[src/rtl/hwip_pkg.sv]
`timescale 1ns / 1ps
// ----------------------------------------------------------------------------
// hwip_pkg
// Shared widths, register map, reset values and saturation helpers for the
// heading and wheel incremental PID block.
// ----------------------------------------------------------------------------
package hwip_pkg;

  localparam int GAIN_FRAC_BITS  = 8;
  localparam int ANGLE_FRAC_BITS = 6;

  localparam int GAIN_W   = 12;
  localparam int SPEED_W  = 10;
  localparam int ANGLE_W  = 15;
  localparam int COUNT_W  = 16;
  localparam int DUTY_W   = 11;
  localparam int ERR_W    = 18;
  localparam int ACC_W    = 32;
  localparam int RAW_W    = 35;
  localparam int ADDR_W   = 5;
  localparam int DATA_W   = 32;

  typedef enum logic [2:0] {
    REG_SPEED_KP   = 3'd0,
    REG_SPEED_KI   = 3'd1,
    REG_SPEED_KD   = 3'd2,
    REG_HEADING_KP = 3'd3,
    REG_HEADING_KI = 3'd4,
    REG_HEADING_KD = 3'd5,
    REG_BASE_SPEED = 3'd6,
    REG_DUTY_LIMIT = 3'd7
  } cfg_reg_e;

  localparam logic [GAIN_W-1:0]  SPEED_KP_RST   = 12'd768;
  localparam logic [GAIN_W-1:0]  SPEED_KI_RST   = 12'd0;
  localparam logic [GAIN_W-1:0]  SPEED_KD_RST   = 12'd102;
  localparam logic [GAIN_W-1:0]  HEADING_KP_RST = 12'd512;
  localparam logic [GAIN_W-1:0]  HEADING_KI_RST = 12'd0;
  localparam logic [GAIN_W-1:0]  HEADING_KD_RST = 12'd0;
  localparam logic [SPEED_W-1:0] BASE_SPEED_RST = 10'd90;
  localparam logic [SPEED_W-1:0] DUTY_LIMIT_RST = 10'd999;

  function automatic logic signed [ERR_W-1:0] sat_err(input logic signed [RAW_W-1:0] x);
    logic signed [RAW_W-1:0] hi;
    logic signed [RAW_W-1:0] lo;
    hi = RAW_W'({1'b0, {(ERR_W-1){1'b1}}});
    lo = -hi - RAW_W'(1);
    if (x > hi) begin
      return {1'b0, {(ERR_W-1){1'b1}}};
    end else if (x < lo) begin
      return {1'b1, {(ERR_W-1){1'b0}}};
    end else begin
      return x[ERR_W-1:0];
    end
  endfunction

  function automatic logic signed [ACC_W-1:0] sat_acc(input logic signed [ACC_W+5:0] x);
    logic signed [ACC_W+5:0] hi;
    logic signed [ACC_W+5:0] lo;
    hi = (ACC_W+6)'({1'b0, {(ACC_W-1){1'b1}}});
    lo = -hi - (ACC_W+6)'(1);
    if (x > hi) begin
      return {1'b0, {(ACC_W-1){1'b1}}};
    end else if (x < lo) begin
      return {1'b1, {(ACC_W-1){1'b0}}};
    end else begin
      return x[ACC_W-1:0];
    end
  endfunction

endpackage

[src/rtl/heading_and_wheel_incremental_pid.sv]
`timescale 1ns / 1ps
// one item at a time: the input is stalled from the transfer until the
//   result is clamped, as the single shared multiplier serves every step
//   (three products per PID, three PIDs, plus error, update and clamp steps)
// a finished result waits in the output register while the next item is taken
// reset clears gains to defaults and all error history and accumulators
// ----------------------------------------------------------------------------
// heading_and_wheel_incremental_pid
// Cascaded velocity-form PID: heading loop gives a steering bias, two wheel
// loops give clamped duties. One multiplier under a small sequencer.
// ----------------------------------------------------------------------------
module heading_and_wheel_incremental_pid
  import hwip_pkg::*;
(
  input  logic                      clk_i,
  input  logic                      rst_ni,
  input  logic                      in_valid_i,
  output logic                      in_stall_o,
  input  logic signed [ANGLE_W-1:0] heading_i,
  input  logic signed [ANGLE_W-1:0] heading_goal_i,
  input  logic signed [COUNT_W-1:0] left_count_i,
  input  logic signed [COUNT_W-1:0] right_count_i,
  output logic                      out_valid_o,
  input  logic                      out_stall_i,
  output logic signed [DUTY_W-1:0]  left_duty_o,
  output logic signed [DUTY_W-1:0]  right_duty_o,
  input  logic                      psel,
  input  logic                      penable,
  input  logic                      pwrite,
  input  logic [ADDR_W-1:0]         paddr,
  input  logic [DATA_W-1:0]         pwdata,
  output logic [DATA_W-1:0]         prdata,
  output logic                      pready
);

  typedef enum logic [2:0] {
    S_IDLE,
    S_ERR,
    S_MAC,
    S_UPD,
    S_CLMP
  } state_e;

  typedef enum logic [1:0] {
    PID_HEAD  = 2'd0,
    PID_LEFT  = 2'd1,
    PID_RIGHT = 2'd2
  } pid_sel_e;

  localparam int MUL_A_W = GAIN_W + 1;
  localparam int MUL_B_W = ERR_W + 3;
  localparam int PROD_W  = MUL_A_W + MUL_B_W;
  localparam int SUM_W   = PROD_W + 2;
  localparam int BIAS_W  = ACC_W + 1;
  localparam logic signed [BIAS_W-1:0] BIAS_HALF = BIAS_W'((1 << ANGLE_FRAC_BITS) >> 1);
  localparam logic signed [SUM_W-1:0]  SUM_HALF  = SUM_W'((1 << GAIN_FRAC_BITS) >> 1);

  state_e   state_q;
  pid_sel_e sel_q;
  logic [1:0] cnt_q;

  logic [GAIN_W-1:0]  speed_kp_q, speed_ki_q, speed_kd_q;
  logic [GAIN_W-1:0]  heading_kp_q, heading_ki_q, heading_kd_q;
  logic [SPEED_W-1:0] base_speed_q, duty_limit_q;

  logic signed [ANGLE_W-1:0] heading_q, goal_q;
  logic signed [COUNT_W-1:0] left_count_q, right_count_q;

  logic signed [ERR_W-1:0]  err_q;
  logic signed [ERR_W-1:0]  p1_q  [3];
  logic signed [ERR_W-1:0]  p2_q  [3];
  logic signed [ACC_W-1:0]  acc_q [3];
  logic signed [PROD_W-1:0] prod_q;
  logic signed [SUM_W-1:0]  sum_q;

  logic                     out_valid_q;
  logic signed [DUTY_W-1:0] left_duty_q, right_duty_q;

  logic                      in_xfer;
  logic                      cfg_wr;
  logic signed [BIAS_W-1:0]  bias_w;
  logic signed [SPEED_W:0]   base_s;
  logic signed [RAW_W-1:0]   raw_err;
  logic [GAIN_W-1:0]         gain_w;
  logic signed [MUL_A_W-1:0] mul_a;
  logic signed [MUL_B_W-1:0] mul_b;
  logic signed [PROD_W-1:0]  prod_w;
  logic signed [SUM_W-1:0]   inc_w;
  logic signed [ACC_W+5:0]   acc_sum;
  logic signed [ERR_W-1:0]   p1_sel, p2_sel;
  logic signed [ACC_W-1:0]   acc_sel;

  function automatic logic signed [DUTY_W-1:0] clamp_duty(
    input logic signed [ACC_W-1:0] acc,
    input logic [SPEED_W-1:0]      lim
  );
    logic signed [ACC_W-1:0] hi;
    hi = ACC_W'(signed'({1'b0, lim}));
    if (acc > hi) begin
      return DUTY_W'(hi);
    end else if (acc < -hi) begin
      return DUTY_W'(-hi);
    end else begin
      return acc[DUTY_W-1:0];
    end
  endfunction

  assign in_xfer     = in_valid_i && !in_stall_o;
  assign in_stall_o  = (state_q != S_IDLE);
  assign out_valid_o = out_valid_q;
  assign left_duty_o  = left_duty_q;
  assign right_duty_o = right_duty_q;
  assign pready      = 1'b1;
  assign cfg_wr      = psel && penable && pwrite;

  assign p1_sel  = p1_q[sel_q];
  assign p2_sel  = p2_q[sel_q];
  assign acc_sel = acc_q[sel_q];

  // steering bias from the heading accumulator, round half up
  assign bias_w = (BIAS_W'(acc_q[PID_HEAD]) + BIAS_HALF) >>> ANGLE_FRAC_BITS;
  assign base_s = signed'({1'b0, base_speed_q});

  always_comb begin
    case (sel_q)
      PID_HEAD:  raw_err = RAW_W'(goal_q) - RAW_W'(heading_q);
      PID_LEFT:  raw_err = RAW_W'(base_s) - RAW_W'(bias_w) - RAW_W'(left_count_q);
      PID_RIGHT: raw_err = RAW_W'(base_s) + RAW_W'(bias_w) - RAW_W'(right_count_q);
      default:   raw_err = '0;
    endcase
  end

  // shared multiplier: proportional, integral, derivative term by count
  always_comb begin
    case (cnt_q)
      2'd0: begin
        gain_w = (sel_q == PID_HEAD) ? heading_kp_q : speed_kp_q;
        mul_b  = MUL_B_W'(err_q) - MUL_B_W'(p1_sel);
      end
      2'd1: begin
        gain_w = (sel_q == PID_HEAD) ? heading_ki_q : speed_ki_q;
        mul_b  = MUL_B_W'(err_q);
      end
      2'd2: begin
        gain_w = (sel_q == PID_HEAD) ? heading_kd_q : speed_kd_q;
        mul_b  = MUL_B_W'(err_q) - (MUL_B_W'(p1_sel) <<< 1) + MUL_B_W'(p2_sel);
      end
      default: begin
        gain_w = '0;
        mul_b  = '0;
      end
    endcase
  end

  assign mul_a   = signed'({1'b0, gain_w});
  assign prod_w  = PROD_W'(mul_a) * PROD_W'(mul_b);
  assign inc_w   = (sum_q + SUM_HALF) >>> GAIN_FRAC_BITS;
  assign acc_sum = (ACC_W+6)'(acc_sel) + (ACC_W+6)'(inc_w);

  // configuration registers
  always_ff @(posedge clk_i or negedge rst_ni) begin
    if (!rst_ni) begin
      speed_kp_q   <= SPEED_KP_RST;
      speed_ki_q   <= SPEED_KI_RST;
      speed_kd_q   <= SPEED_KD_RST;
      heading_kp_q <= HEADING_KP_RST;
      heading_ki_q <= HEADING_KI_RST;
      heading_kd_q <= HEADING_KD_RST;
      base_speed_q <= BASE_SPEED_RST;
      duty_limit_q <= DUTY_LIMIT_RST;
    end else if (cfg_wr) begin
      case (cfg_reg_e'(paddr[ADDR_W-1:2]))
        REG_SPEED_KP:   speed_kp_q   <= pwdata[GAIN_W-1:0];
        REG_SPEED_KI:   speed_ki_q   <= pwdata[GAIN_W-1:0];
        REG_SPEED_KD:   speed_kd_q   <= pwdata[GAIN_W-1:0];
        REG_HEADING_KP: heading_kp_q <= pwdata[GAIN_W-1:0];
        REG_HEADING_KI: heading_ki_q <= pwdata[GAIN_W-1:0];
        REG_HEADING_KD: heading_kd_q <= pwdata[GAIN_W-1:0];
        REG_BASE_SPEED: base_speed_q <= pwdata[SPEED_W-1:0];
        REG_DUTY_LIMIT: duty_limit_q <= pwdata[SPEED_W-1:0];
        default: ;
      endcase
    end
  end

  always_comb begin
    case (cfg_reg_e'(paddr[ADDR_W-1:2]))
      REG_SPEED_KP:   prdata = DATA_W'(speed_kp_q);
      REG_SPEED_KI:   prdata = DATA_W'(speed_ki_q);
      REG_SPEED_KD:   prdata = DATA_W'(speed_kd_q);
      REG_HEADING_KP: prdata = DATA_W'(heading_kp_q);
      REG_HEADING_KI: prdata = DATA_W'(heading_ki_q);
      REG_HEADING_KD: prdata = DATA_W'(heading_kd_q);
      REG_BASE_SPEED: prdata = DATA_W'(base_speed_q);
      REG_DUTY_LIMIT: prdata = DATA_W'(duty_limit_q);
      default:        prdata = '0;
    endcase
  end

  // sequencer and datapath
  always_ff @(posedge clk_i or negedge rst_ni) begin
    if (!rst_ni) begin
      state_q       <= S_IDLE;
      sel_q         <= PID_HEAD;
      cnt_q         <= '0;
      heading_q     <= '0;
      goal_q        <= '0;
      left_count_q  <= '0;
      right_count_q <= '0;
      err_q         <= '0;
      prod_q        <= '0;
      sum_q         <= '0;
      out_valid_q   <= 1'b0;
      left_duty_q   <= '0;
      right_duty_q  <= '0;
      for (int i = 0; i < 3; i++) begin
        p1_q[i]  <= '0;
        p2_q[i]  <= '0;
        acc_q[i] <= '0;
      end
    end else begin
      if (out_valid_q && !out_stall_i && state_q != S_CLMP) begin
        out_valid_q <= 1'b0;
      end
      case (state_q)
        S_IDLE: begin
          if (in_xfer) begin
            heading_q     <= heading_i;
            goal_q        <= heading_goal_i;
            left_count_q  <= left_count_i;
            right_count_q <= right_count_i;
            sel_q         <= PID_HEAD;
            state_q       <= S_ERR;
          end
        end
        S_ERR: begin
          err_q   <= sat_err(raw_err);
          sum_q   <= '0;
          cnt_q   <= '0;
          state_q <= S_MAC;
        end
        S_MAC: begin
          if (cnt_q != 2'd3) begin
            prod_q <= prod_w;
          end
          if (cnt_q != 2'd0) begin
            sum_q <= sum_q + SUM_W'(prod_q);
          end
          cnt_q <= cnt_q + 2'd1;
          if (cnt_q == 2'd3) begin
            state_q <= S_UPD;
          end
        end
        S_UPD: begin
          acc_q[sel_q] <= sat_acc(acc_sum);
          p2_q[sel_q]  <= p1_sel;
          p1_q[sel_q]  <= err_q;
          case (sel_q)
            PID_HEAD: begin
              sel_q   <= PID_LEFT;
              state_q <= S_ERR;
            end
            PID_LEFT: begin
              sel_q   <= PID_RIGHT;
              state_q <= S_ERR;
            end
            default: begin
              state_q <= S_CLMP;
            end
          endcase
        end
        S_CLMP: begin
          if (!out_valid_q || !out_stall_i) begin
            left_duty_q  <= clamp_duty(acc_q[PID_LEFT], duty_limit_q);
            right_duty_q <= clamp_duty(acc_q[PID_RIGHT], duty_limit_q);
            out_valid_q  <= 1'b1;
            state_q      <= S_IDLE;
          end
        end
        default: begin
          state_q <= S_IDLE;
        end
      endcase
    end
  end

endmodule

[config.mk]
export PLATFORM = sky130hd
export DESIGN_NAME = heading_and_wheel_incremental_pid
export DESIGN_NICKNAME = d
export VERILOG_FILES = /design/src/rtl/hwip_pkg.sv /design/src/rtl/heading_and_wheel_incremental_pid.sv
export SDC_FILE = /design/constraint.sdc
export NUM_CORES = 2
export LEC_CHECK = 0
export ABC_AREA = 1
export ABC_CLOCK_PERIOD_IN_PS = 9050
export BUFFER_PORTS_ARGS = -buffer_cell sky130_fd_sc_hd__buf_4
export CORE_UTILIZATION = 35
export DETAILED_ROUTE_END_ITERATION = 8
export SYNTH_ARGS = -nofsm -noshare
export SYNTH_HDL_FRONTEND = slang
export SYNTH_SLANG_ARGS = --single-unit
[constraint.sdc]
create_clock -name clk_i -period 9.05 [get_ports clk_i]
set_clock_uncertainty 0.2 [all_clocks]
set_input_delay 0.905 -clock clk_i [delete_from_list [all_inputs] [get_ports clk_i]]
set_output_delay 0.905 -clock clk_i [all_outputs]
set_load 0.02 [all_outputs]
## Yosys cells after proc, flatten, opt, wreduce, memory -nomap -nowiden

Cells that the tools add are included.

- Register bits: 476
- Bits of input ports: 106
- Output and inout bits: 57

- Add/sub/neg operators: 14
- Multipliers: 1
- $lt $le $gt $ge: 10
- Equal/unequal tests: 23
- Mux-type cells: 46
- Bitwise gates (word level): 1
- Reductions and logical operators: 33

Operator list:

| operator | count |
|---|---|
| one-hot mux 32 bit (8 select lines) | 1 |
| two-way mux 32 bit | 6 |
| two-way mux 18 bit | 7 |
| bitwise mux 54 bit | 2 |
| one-hot mux 35 bit (3 select lines) | 1 |
| bitwise mux 96 bit | 1 |
| binary-select mux 18 bit (select 2 bit) | 2 |
| one-hot mux 36 bit (2 select lines) | 1 |
| binary-select mux 32 bit (select 2 bit) | 1 |
| demux 32 bit (select 2 bit) | 1 |
| greater-than comparator 32 x 11 -> 1 bit | 2 |
| less-than comparator 32 bit | 2 |
| one-hot mux 21 bit (3 select lines) | 1 |
| subtractor 28 x 16 -> 29 bit | 2 |
| two-way mux 11 bit | 4 |
| adder 36 x 34 -> 36 bit | 1 |
| adder 36 x 9 -> 36 bit (second input constant) | 1 |
| demux 18 bit (select 2 bit) | 1 |
| two-way mux 12 bit | 3 |
| two-way mux 36 bit | 1 |
| one-hot mux 12 bit (3 select lines) | 1 |
| greater-than comparator 35 x 18 -> 1 bit (second input constant) | 1 |
| less-than comparator 35 x 18 -> 1 bit (second input constant) | 1 |
| multiplier 13 x 21 -> 34 bit | 1 |
| 37 further kinds | 83 |

## Logic depth before layout (Yosys ltp)

- Depth after elaboration: 10
- Depth in mapped cells: 48
- Depth with buffers taken out: 45

## Least setup slack after synthesis

No wires, ideal clock.

- Path type: reg-to-reg
- Start point: register sel_q[1]
- End point: register prod_q[30]
- Arrival: 8463 ps
- Setup slack: 305 ps
- Cell stages (with the launch flop): 42
- Path buffers: 5
- Clock period less this slack: 8745 ps
- Path through: dfrtp_1 buf_2 nor2_1 buf_2 buf_2 buf_2 buf_1 a22o_1 a21oi_1 fa_1 inv_1 ha_1 a21oi_1 o21a_1 nand2_1 a21oi_1 o21bai_1 nand2_1 [... 6 more ...] fa_1 inv_1 fa_1 inv_1 fa_1 fa_1 inv_1 fa_1 inv_1 ha_1 a21oi_1 inv_1 a31oi_1 nor2_1 nor3_1 o211ai_1 or2_2 a31oi_1

- Cells in the longest elaborated chain, start to end: 8

Ends and longest elaborated chain:

| what | RTL line | text |
|---|---|---|
| start: declaration | heading_and_wheel_incremental_pid.sv:59 | `pid_sel_e sel_q;` |
| start signal: assignment | heading_and_wheel_incremental_pid.sv:204 | `sel_q <= PID_HEAD;` |
| start signal: assignment | heading_and_wheel_incremental_pid.sv:232 | `sel_q <= PID_HEAD;` |
| start signal: assignment | heading_and_wheel_incremental_pid.sv:260 | `sel_q <= PID_LEFT;` |
| inverter 2 -> 3 bit (implied by the code) | heading_and_wheel_incremental_pid.sv:116, heading_and_wheel_incremental_pid.sv:117 |  |
| binary-select mux 18 bit (select 2 bit) | heading_and_wheel_incremental_pid.sv:116 | `assign p1_sel = p1_q[sel_q];` |
| two-way mux 18 bit (implied by the code) (2 in a row) | heading_and_wheel_incremental_pid.sv:116 |  |
| subtractor 18 x 19 -> 20 bit | heading_and_wheel_incremental_pid.sv:146 | `mul_b = MUL_B_W'(err_q) - (MUL_B_W'(p1_sel) <<< 1) + MUL_B_W'(p2_sel);` |
| adder 20 x 18 -> 21 bit | heading_and_wheel_incremental_pid.sv:146 |  |
| one-hot mux 21 bit (3 select lines) | heading_and_wheel_incremental_pid.sv:135 | `case (cnt_q)` |
| multiplier 13 x 21 -> 34 bit (*) | heading_and_wheel_incremental_pid.sv:156 | `assign prod_w = PROD_W'(mul_a) * PROD_W'(mul_b);` |
| end signal: assignment | heading_and_wheel_incremental_pid.sv:244 | `prod_q <= prod_w;` |
| end: declaration | heading_and_wheel_incremental_pid.sv:73 | `logic signed [PROD_W-1:0] prod_q;` |

Every way passes the cells marked *; elsewhere a longest branch is shown, timed or not. The select of a mux whose other input is x is not followed.
A chain may end at the register's enable or synchronous reset.

## Worst setup path in the final report

- Start point: register sel_q[1]
- End point: register prod_q[33]

The elaborated chain is that of the path after synthesis.

==> summary.md <==
| Metric | Value |
|---|---|
| Status | complete, no violations |
| HPWL after DPL | 118,100 microns |
| Tmin final | 8.693 ns |
| Clk slew on worst S/H paths | 0.07 ns |
| Crit path arrival time | 9.06 ns |
| CP Capture Type | register |
| Core area | 129,800 sq um |
| Syn_area_per_cell | 7.235 sq um |
| Hold Violations, Final | 0 |
| Slew headroom | 18.46% |
| Max_cap viols | 0 |
| Drt pass-1 iters | 6 |
| Worst slew pin tran | 1.217 ns |
| Setup crit start kind | register |
| Clock Path Buffers | 3 |
| GP Congestion | 0.9807 |
| Worst path max stage delay | 0.57 ns |
| Max Slew Vio Count | 0 |
| Period utilization | 96.06% |
| Area grow syn2layout | 12.20% |
| Global-route usage over all layers | 22.47% |
| CTS tree | built |
| Yosys top cell by area | dfrtp_1 |
| Worst reg-to-reg setup slack | 0.36 ns |
| Post-synthesis sequential area ratio | 26.00% |
| Vias in the first global route | 41,020 |
| Largest net degree at the start of global routing | 140 |
| Non-filler instance count after layout | 8,264 |
| Flops & latches, synth | 476 |
| Die area | 132,600 sq um |
| Fmax | 0.1150 GHz |
| Post-DR wirelength/cell | 18.08 microns |
| Diode count | 0 |
| First-pass GRT wire length | 233,300 microns |
| Setup Viol. Count Final | 0 |
| Drt total wl | 149,400 microns |
| Synth top area cells | dfrtp_1 (25%), nand2_1 (14%), fa_1 (12%), ha_1 (10%), inv_1 (8.7%) |
| EDFF count, synth | 0 |
| Total placed cells including tap cells | 8,151 |
| CTS Buf Count | 56 |
| Routed via count | 41,940 |
| CP max stage cell | fa_1 |
| DR DRC count | 0 |
| CP Class | register to register |
| Ports | 163 |
| Share of flip-flops with an asynchronous set or reset | 100.0% |
| Die X | 364.2 microns |
| Congestion Overflow GR | 0 |
| CTS H-tree depth | 2 |
| CP Data Required Time | 9.42 ns |
| I/O Buffers | 119 |
| Vias per inst | 5.075 |
| Mapped Cells | 6,345 |
| Worst skew pair latency | 0.69 ns |
| Post-synth cell types | 72 |
| Pre-CTS WS | 0.04755 ns |
| Top cell type's share of synthesized area | 24.91% |
| Netlist Area Pre-Place | 45,910 sq um |
| Crit-path max FO | 16 |
| Unrepaired setup endpoints after global routing | yes |
| Synth warn | 0 |
| Finished Core Util | 39.68% |
| Site Rows | 132 |
| Initial antenna violation count | 0 |
| Number of antenna-violating nets in the routed design | 0 |
| Final WS setup | 0.3570 ns |
| DIE HEIGHT | 364.2 microns |
| Iteration-0 DRC Markers | 3,197 |
| Largest delay share family, worst path | adder cells |
| Initial Util | 35.36% |
| Type of the worst min-delay path | primary input to asynchronous set/reset pin |
| Root buffer cell | clkbuf_16 |
| Layout Nets | 7,228 |
| Clock Sinks | 476 |
| Primary FF master, synth | dfrtp_1 |
| Layout cell share with drive strength beyond 1 | 9.123% |
| CP bufs+invs | 11 |
synthesized netlist by cell type, types with 34 or more instances:
cell type	count
nand3_1	221
xor2_1	93
nor2_1	423
fa_1	267
a221oi_1	34
nor3_1	52
clkbuf_1	138
o22ai_1	39
ha_1	380
dfrtp_1	457
inv_1	1068
nand4_1	48
a21oi_1	389
o21ai_0	430
nand2_2	47
a31oi_1	40
nand2_1	1717
kinds of logic after synthesis:
group | after synthesis | synth area share (%)
compound gates | 1138 | 14.18
xor+xnor | 125 | 2.385
fa+ha+maj | 647 | 22.00
buf+inv | 1296 | 10.99
flops | 476 | 26.00
mux | 26 | 0.6378
other cells | 2 | 0.01636
simple gates | 2635 | 23.79
worst reg2reg max path: cells and delay by family, from the launching register on:
family / cells / cell delay (ns)
fa+ha+maj: 8 / 3.90
simple gates: 12 / 1.71
buf+inv: 11 / 1.30
compound gates: 7 / 1.01
flops: 1 / 0.44
timing repair:
item / 4_1_cts / 5_1_grt
gates resized for setup: 1 / 58
pin swaps: 0 / 8
setup endpoints to repair: 1 / 19
hold buffers: 0 / 0
gates cloned: 0 / 1
setup buffers: 0 / 7
path summary, 6_finish.rpt:
check | start | to | cells past startpoint
max in group asynchronous | rst_ni | p1_q[49] | 3
hold / removal | rst_ni | acc_q[24] | 1
setup reg to reg | sel_q[1] | prod_q[33] | 38
min in group clk_i | pwdata[10] | heading_kd_q[10] | 3
hold reg to reg | p2_q[8] | p2_q[8] | 2
setup / recovery | sel_q[1] | prod_q[33] | 38
layer usage:
metal / GRT usage, % / part of all wire, % / vias to the layer above
li1: - / - / 20510
met1: 30.71 / 45 / 20050
met2: 36.68 / 46 / 1165
met3: 2.569 / 5.5 / 223
met4: 7.604 / 3.4 / 0
met5: 0 / 0 / -
area by class of cell:
type / count / area [sq um]
Fill cell: 13700 / 78310
Timing Repair Buffer: 260 / 2072
Tap cell: 1742 / 2180
Sequential cell: 476 / 11940
Clock buffer: 76 / 1587
Inverter: 1089 / 4094
Clock inverter: 29 / 392.9
Multi-Input combinational cell: 4592 / 29250
metrics by stage:
step           hold slack, ns  setup TNS [ns]  area, sq um
3_3_place_gp           0.2651               0        49220
6_report              0.05608               0        51510
5_1_grt                0.1118         -0.1865        51510
2_1_floorplan          0.2483               0        45980
4_1_cts               0.08733               0        51200
3_5_place_dp           0.2651               0        49220
registers in the layout (all words and copies together) (netlist names), 3 cells and up:
| signal | flops |
|---|---|
| acc_q | 96 |
| prod_q | 34 |
| heading_ki_q | 12 |
| err_q | 18 |
| p2_q | 54 |
| goal_q | 15 |
| speed_kd_q | 12 |
| speed_ki_q | 12 |
| heading_q | 15 |
| left_count_q | 16 |
| right_count_q | 16 |
| duty_limit_q | 10 |
| heading_kp_q | 12 |
| sum_q | 36 |
| state_q | 3 |
| p1_q | 54 |
| base_speed_q | 10 |
| left_duty_o | 11 |
| speed_kp_q | 12 |
| heading_kd_q | 12 |
| right_duty_o | 11 |
cells in the final DEF (no fill, tap or decap), types with 26 or more instances in the layout:
cell type	netlist	layout
nand3_1	221	217
xnor2_1	32	32
nand2_2	47	52
a221oi_1	34	32
nor2_1	423	417
nand4_1	48	48
mux2_2	26	26
xor2_1	93	93
inv_1	1068	1063
a21oi_1	389	379
buf_4	23	249
o21ai_0	430	429
nor3_1	52	47
o22ai_1	39	39
ha_1	380	374
clkbuf_16	0	57
or2_2	32	32
o211ai_1	26	26
a31oi_1	40	36
fa_1	267	266
dfrtp_1	457	455
nand2_1	1717	1712
Power is not shown: default switching activity piles up to over one toggle a cycle in this logic, so the estimate is an artifact.
